File: config.mk
export PLATFORM = sky130hd
export DESIGN_NAME = xtea_key_regs
export DESIGN_NICKNAME = d
export VERILOG_FILES = /design/src/rtl/core/xtea_pkg.sv /design/src/rtl/core/xtea_key_regs.sv
export SDC_FILE = /design/constraint.sdc
export NUM_CORES = 1
export LEC_CHECK = 0
export BUFFER_PORTS_ARGS = -buffer_cell sky130_fd_sc_hd__buf_2
export CAP_MARGIN = 30
export CORE_ASPECT_RATIO = 2
export CORE_UTILIZATION = 30
export DETAILED_ROUTE_END_ITERATION = 7
export GPL_TIMING_DRIVEN = 0
export SYNTH_ARGS = -nofsm -noshare
export SYNTH_HDL_FRONTEND = slang
export SYNTH_SLANG_ARGS = --single-unit
File: constraint.sdc
create_clock -name clk -period 1.9 [get_ports clk]
set_input_delay 0.095 -clock clk [delete_from_list [all_inputs] [get_ports clk]]
set_output_delay 0.095 -clock clk [all_outputs]
set_load 0.1 [all_outputs]
File: src/rtl/core/xtea_pkg.sv
// XTEA cipher package: request/result types, pipeline stage type,
// key storage type, cipher constants and the round mixing function.
// No dependencies; used by every file under rtl/core.
package xtea_pkg;

  localparam int unsigned ROUNDS_DEF = 32;
  localparam int unsigned CFG_INDEX_W = 8;
  localparam int unsigned KEY_WORDS = 4;

  localparam logic [31:0] DELTA = 32'h9E37_79B9;

  // Configuration register indexes
  localparam logic [CFG_INDEX_W-1:0] REG_KEY_WORD0 = CFG_INDEX_W'(0);
  localparam logic [CFG_INDEX_W-1:0] REG_KEY_WORD1 = CFG_INDEX_W'(1);
  localparam logic [CFG_INDEX_W-1:0] REG_KEY_WORD2 = CFG_INDEX_W'(2);
  localparam logic [CFG_INDEX_W-1:0] REG_KEY_WORD3 = CFG_INDEX_W'(3);

  typedef logic [KEY_WORDS-1:0][31:0] key_t;

  typedef struct packed {
    logic        func;
    logic [31:0] in_low_word;
    logic [31:0] in_high_word;
  } req_t;

  typedef struct packed {
    logic [31:0] out_low_word;
    logic [31:0] out_high_word;
  } res_t;

  // Payload carried from cell to cell
  typedef struct packed {
    logic        func;
    logic [31:0] y;
    logic [31:0] z;
    logic [31:0] sum;
  } stage_t;

  function automatic logic [31:0] mix(input logic [31:0] v);
    mix = ((v << 4) ^ (v >> 5)) + v;
  endfunction

endpackage

File: src/rtl/core/xtea_key_regs.sv
// XTEA key register file: four 32-bit key words written by index.
// Depends on xtea_pkg.
module xtea_key_regs
  import xtea_pkg::*;
(
  input  logic                   clk,
  input  logic                   rst,
  input  logic                   we,
  input  logic [CFG_INDEX_W-1:0] index,
  input  logic [31:0]            data,
  output key_t                   key
);

  // Store a key word; drop writes beyond the last register
  always_ff @(posedge clk) begin
    if (rst) begin
      key <= '0;
    end else if (we) begin
      unique case (index)
        REG_KEY_WORD0: key[0] <= data;
        REG_KEY_WORD1: key[1] <= data;
        REG_KEY_WORD2: key[2] <= data;
        REG_KEY_WORD3: key[3] <= data;
        default: ;
      endcase
    end
  end

endmodule

==> results.json, run 1 <==
{
  "hold_buffers": 0,
  "ant_nets": 0,
  "antenna_found_initial": 0,
  "crit_path_cell_trace": "buf_2",
  "crit_type": "flop to primary output",
  "clk_latency_ns": 0.42,
  "grt_util_all_layers_pct": 17.1,
  "hpwl_um": 11200,
  "utilization_pct": 40.8,
  "layout.nets": 683,
  "postCtsSetupBuffers": 0,
  "powerDensity_nw_per_um2": 888,
  "hold_viol": 0,
  "first_global_vias": 3980,
  "clockBufferDepth": 2,
  "end_kind": "primary output",
  "layout_common_cells": "buf_2, nand2b_1, mux2i_1, dfxtp_1",
  "cts_num_sinks": 128,
  "fin_setup_tns_ns": 0,
  "leakagePower_nw": 3.59,
  "yosys_warnings": 0,
  "routed_wl_um": 14600,
  "cts_max_level": 4,
  "core_um2": 16800,
  "route.detailed.drc": 0,
  "numCtsBuffers": 17,
  "syn_inst": 452,
  "crit_arrival_ns": 1.24,
  "largest_register_ffs": 128,
  "synth-simple-area-share_pct": 21.1,
  "period_needed_ns": 1.34,
  "tightest_slew_ns": 0.520,
  "layout_commonest_cell": "buf_2",
  "pin_count": 171,
  "cts_tree": "done",
  "layoutNonFillerInstCount": 860,
  "crit_buf_inv": 1,
  "area_growth_pct": 32.6,
  "status": "finished, final reports clean",
  "drv_cap": 0,
  "finalMaxSlewViolations": 0,
  "synth_fa_ha_area_share_pct": 0,
  "crit_required_ns": 1.80,
  "fillCellCount": 1684,
  "synth_top_family_by_area": "multiplexers",
  "grt_max_degree": 17,
  "gp_congestion": 0.733,
  "skew_ns": 0,
  "regMostFlops": "key",
  "seq_area_frac_synth_pct": 49.7,
  "critPathMaxStageDelay_ns": 0.46,
  "rsz0062_at_grt": "no",
  "synth_nets": 495,
  "max_freq_mhz": 748,
  "io_buffers": 169,
  "diodes": 0,
  "die_h_um": 187,
  "route.vias.total": 3836,
  "post-route-period-util_pct": 70.3,
  "rows": 67,
  "grt-ovfl-total": 0,
  "syn_area_per_cell_um2": 11.4,
  "ys_types": 11,
  "critPathSlowestCell": "buf_2",
  "grt_pass1_wl_um": 21800,
  "root_buffer": "clkbuf_16",
  "synth_area_um2": 5150,
  "synth_compound_area_share_pct": 0,
  "timing.slew.headroom_pct": 65.4,
  "start_util_pct": 30.7,
  "vias_per_cell": 4.46,
  "synthMuxAreaShare_pct": 24.9,
  "drt-initial-drc-count": 87,
  "ir_worst_vdd_mv": 0.530,
  "drive_gt1_share_pct": 33.7,
  "setup_viol": 0,
  "crit_family": "buffers and inverters",
  "wire_per_inst_um": 17.0,
  "die_area_um2": 17700,
  "dp_cells": 828,
  "hold_path_class": "input pin to flop",
  "ys_ff_latch": 128,
  "worstSetupStartpointType": "flop",
  "cts_resized": 0,
  "dr.pass1.iters": 5,
  "worstPathMaxFanout": 2,
  "die_x_um": 94.7,
  "synth-xor-area-share_pct": 0,
  "reg_top3": "key: 128 flops",
  "path_clk_slew_ns": 0.06
}
==> synthesized netlist by cell type, drive strengths merged <==
master,count,area share [%]
buf,13,3.1
dfxtp,128,50
nor4b,1,0.46
clkbuf,17,1.2
nor3,1,0.19
mux2i,128,25
and4bb,1,0.24
nand4,1,0.24
nand2b,160,19
nand4b,2,0.58
==> cell families (layout without fill, tap and decap cells) <==
family / after synthesis / in the layout
buffers and inverters: 30 / 231
flip-flops: 128 / 128
multiplexers: 128 / 128
AND/OR/NAND/NOR: 166 / 166
==> final cells by class <==
cell class | count | area (µm²) | area share [%]
repair buffers | 169 | 846 | 12.4
clock buffers | 20 | 467 | 6.83
plain buffers | 30 | 221 | 3.24
well taps | 207 | 259 | 3.79
clock inverters | 12 | 110 | 1.61
multi-input cells | 294 | 2370 | 34.7
flip-flops and latches | 128 | 2560 | 37.5
==> power by group <==
group	internal (mW)	switching, mW	total (mW)
clock	1.90	1.23	3.13
sequential	2.69	0.00193	2.69
combinational	0.109	0.148	0.257
total	4.70	1.38	6.07
==> final timing paths <==
kind | to | start | cells after the start | slack, ns
min | key[115] | data[19] | 3 | 0.02
max reg2reg | key[99] | key[99] | 2 | 1.23
max | key[5] | key[5] | 1 | 0.56
min reg2reg | key[107] | key[107] | 2 | 0.47
==> metal layers <==
| metal | GRT usage, % | share of wire (%) | up-vias |
|---|---|---|---|
| met5 | 0 | 0 | - |
| met4 | 8.74 | 2.4 | 0 |
| met3 | 3.66 | 4.5 | 17 |
| met2 | 32.3 | 57 | 116 |
| met1 | 16.5 | 36 | 1821 |
| li1 | - | - | 1882 |
==> per-stage QoR <==
stage,hold WS (ns),instance area [µm²],total power [mW],worst slack (ns)
global placement,0.437,6260,3.01,0.452
finish,0.0250,6840,6.07,0.564
global route,0.0303,6840,6.29,0.548
detailed placement,0.449,6260,3.01,0.383
floorplan,0.316,5150,2.90,0.667
CTS,0.00422,6840,6.15,0.555
Note: power is estimated with default switching activity, not from simulation.
==> run 2: changes to the inputs <==
--- a/config.mk
+++ b/config.mk
@@ -5,6 +5,7 @@
 export SDC_FILE = /design/constraint.sdc
 export NUM_CORES = 1
 export LEC_CHECK = 0
+export ABC_AREA = 1
 export BUFFER_PORTS_ARGS = -buffer_cell sky130_fd_sc_hd__buf_2
 export CAP_MARGIN = 30
 export CORE_ASPECT_RATIO = 2
==> constraint.sdc (replaced) <==
create_clock -name clk -period 1.15 [get_ports clk]
set_input_delay 0.0575 -clock clk [delete_from_list [all_inputs] [get_ports clk]]
set_output_delay 0.0575 -clock clk [all_outputs]
set_load 0.1 [all_outputs]
==> run 2 against run 1 <==
Effect of this change:
- clock power rose by 65%
- final cell count grew 36%
- non-clock buffer count rose by 41
- largest cell class unchanged
- highest routed layer unchanged
==> results.json, run 2 <==
{
  "status": "finished, final reports clean",
  "p_sw_mw": 2.71,
  "use_met1_pct": 21.5,
  "numCtsBuffers": 17,
  "rows": 69,
  "io_buffers": 170,
  "end_kind": "primary output",
  "yosys_warnings": 0,
  "dp_slack_ns": -0.325,
  "core_um2": 17700,
  "worstHoldStart": "data[23]",
  "yosys.area.top_type_share_pct": 47.3,
  "crit_type": "flop to primary output",
  "cts_max_level": 4,
  "first_global_vias": 5427,
  "period_needed_ns": 1.13,
  "crit_buf_inv": 1,
  "synth-edff-count": 0,
  "rsz0062_at_grt": "no",
  "synth_area_um2": 5420,
  "crit_family": "flip-flops",
  "die_x_um": 97.0,
  "path_clk_slew_ns": 0.06,
  "root_buffer": "clkbuf_16",
  "r2r_end": "key[123]",
  "crit_path_cell_trace": "buf_4",
  "cts_tree": "done",
  "pin_count": 171,
  "ys.flop_type": "dfxtp_1",
  "antenna_found_initial": 0,
  "ys_types": 12,
  "route.detailed.drc": 0,
  "regMostFlops": "key",
  "clk_latency_ns": 0.42,
  "synth_area_leader_cell": "dfxtp_1",
  "dr.pass1.iters": 7,
  "p_clk_share_pct": 49.9,
  "grt-ovfl-total": 0,
  "drt-initial-drc-count": 158,
  "intPower_mw": 7.62,
  "die_area_um2": 18600,
  "seq_area_frac_synth_pct": 47.3,
  "top_usage_layer": "met2",
  "ys_ff_latch": 128,
  "synthArstFlopShare_pct": 0,
  "layout.nets": 988,
  "grt_util_all_layers_pct": 20.7,
  "powerDensity_nw_per_um2": 1360,
  "holdPathEnd": "key[23]",
  "hpwl_um": 14400,
  "synth_top_cells_by_count": "nand2_1, nor2_1, a21oi_1, dfxtp_1, nand3_1",
  "timing.slew.headroom_pct": 60.8,
  "dp_cells": 1139,
  "whs_path_depth": 5,
  "start_util_pct": 30.6,
  "power_frac_comb_pct": 7.0,
  "tightest_slew_ns": 0.588,
  "vias_per_cell": 4.78,
  "switching_share_pct": 26.2,
  "die_h_um": 192,
  "hold_path_class": "input pin to flop",
  "critPathSlowestCell": "dfxtp_2",
  "syn_inst": 756,
  "largest_register_ffs": 128,
  "worstPathMaxFanout": 2,
  "clockBufferDepth": 2,
  "grtUsageMet2_pct": 40.2,
  "reg2regPathDepth": 2,
  "drv_cap": 0,
  "max_freq_mhz": 882,
  "synth_nets": 799,
  "layoutNonFillerInstCount": 1171,
  "use_met3_pct": 3.35,
  "hold_viol": 0,
  "whs_ns": 0.0108,
  "crit_required_ns": 1.09,
  "ant_nets": 0,
  "setup_viol": 0,
  "layout_commonest_cell": "buf_4",
  "reg_top3": "key: 128 flops",
  "routed_wl_um": 19200,
  "wire_per_inst_um": 16.4,
  "grt_max_degree": 17,
  "leakagePower_nw": 3.53,
  "cts_num_sinks": 128,
  "crit_arrival_ns": 1.08,
  "skew_ns": 0,
  "finalMaxSlewViolations": 0,
  "syn_area_per_cell_um2": 7.16,
  "area_growth_pct": 40.0,
  "layout_common_cells": "buf_4, nor2_1, nand2_1",
  "postCtsSetupBuffers": 0,
  "p_seq_share_pct": 43.1,
  "setup_ws_ns": 0.0168,
  "reg2reg_from": "key[123]",
  "grt_pass1_wl_um": 29400,
  "ir_worst_vdd_mv": 0.812,
  "drive_gt1_share_pct": 40.6,
  "route.vias.total": 5596,
  "diodes": 0,
  "gp_congestion": 0.816,
  "synth.area.top_cells": "dfxtp_1, a21oi_1, nand3_1, nand2_1, nor2_1",
  "worstSetupStartpointType": "flop",
  "post-route-period-util_pct": 98.5,
  "r2r_slack_ns": 0.53,
  "critPathMaxStageDelay_ns": 0.36
}
==> run 2: cells by family (layout without fill, tap and decap cells) <==
kind of cell           after synthesis  count (layout)  synth area share [%]
and+or+nand+nor                    394             394                  30.4
AOI/OAI and AO/OA                  128             128                  11.8
DFF                                128             128                  47.3
buffers and inverters              106             308                  10.5
==> run 2: timing repair <==
action | in CTS | in global routing
resized for setup | 128 | 4
setup endpoints to repair | 128 | 4
hold buffers | 0 | 0
==> run 2: area by class of cell <==
class	count	area, µm²
clock buffer	17	425
inverter	36	135
timing repair buffer	170	1180
fill	1867	10100
tap	213	267
clock inverter	15	135
sequential	128	2720
multi-input combinational	522	2280
buffer	70	435
==> run 2: worst max path at each step <==
stage          startpoint  cells past startpoint  slack [ns]       end
2_1_floorplan    index[3]                      8        0.19  key[102]
3_3_place_gp           we                      8       -0.29  key[117]
3_5_place_dp           we                      8       -0.33  key[117]
4_1_cts          key[124]                      1       0.006  key[124]
5_1_grt          key[124]                      1       0.007  key[124]
6_report         key[125]                      1        0.02  key[125]
==> run 2: power groups by stage <==
| stage | Clock (mW) | Sequential (mW) | Combinational, mW |
|---|---|---|---|
| after floorplan | 0 | 4.62 | 0.383 |
| after global placement | 0 | 4.55 | 0.719 |
| after detailed placement | 0 | 4.55 | 0.719 |
| after CTS | 5.24 | 4.45 | 0.727 |
| after global routing | 5.48 | 4.45 | 0.793 |
| final | 5.15 | 4.45 | 0.722 |
==> run 2: worst register-to-register path, delay by kind of cell, from the launching register on <==
family	cells	cell delay (ns)
compound gates	1	0.12
simple gates	1	0.06
flops	1	0.34
==> run 2: layer usage <==
metal / routed length (µm) / share of wire [%]
met1: 7280 / 38
met2: 10800 / 56
met3: 681 / 3.5
met4: 470 / 2.4
met5: 0 / 0
==> run 2: per-stage QoR <==
step	setup TNS (ns)	area (µm²)	total power [mW]	util, %
after CTS	0	7570	10.4	42.8
after global placement	-20.05	6690	5.27	37.8
after global routing	0	7580	10.7	42.8
final	0	7580	10.3	42.8
after detailed placement	-22.73	6690	5.27	37.8
after floorplan	0	5580	5.00	-
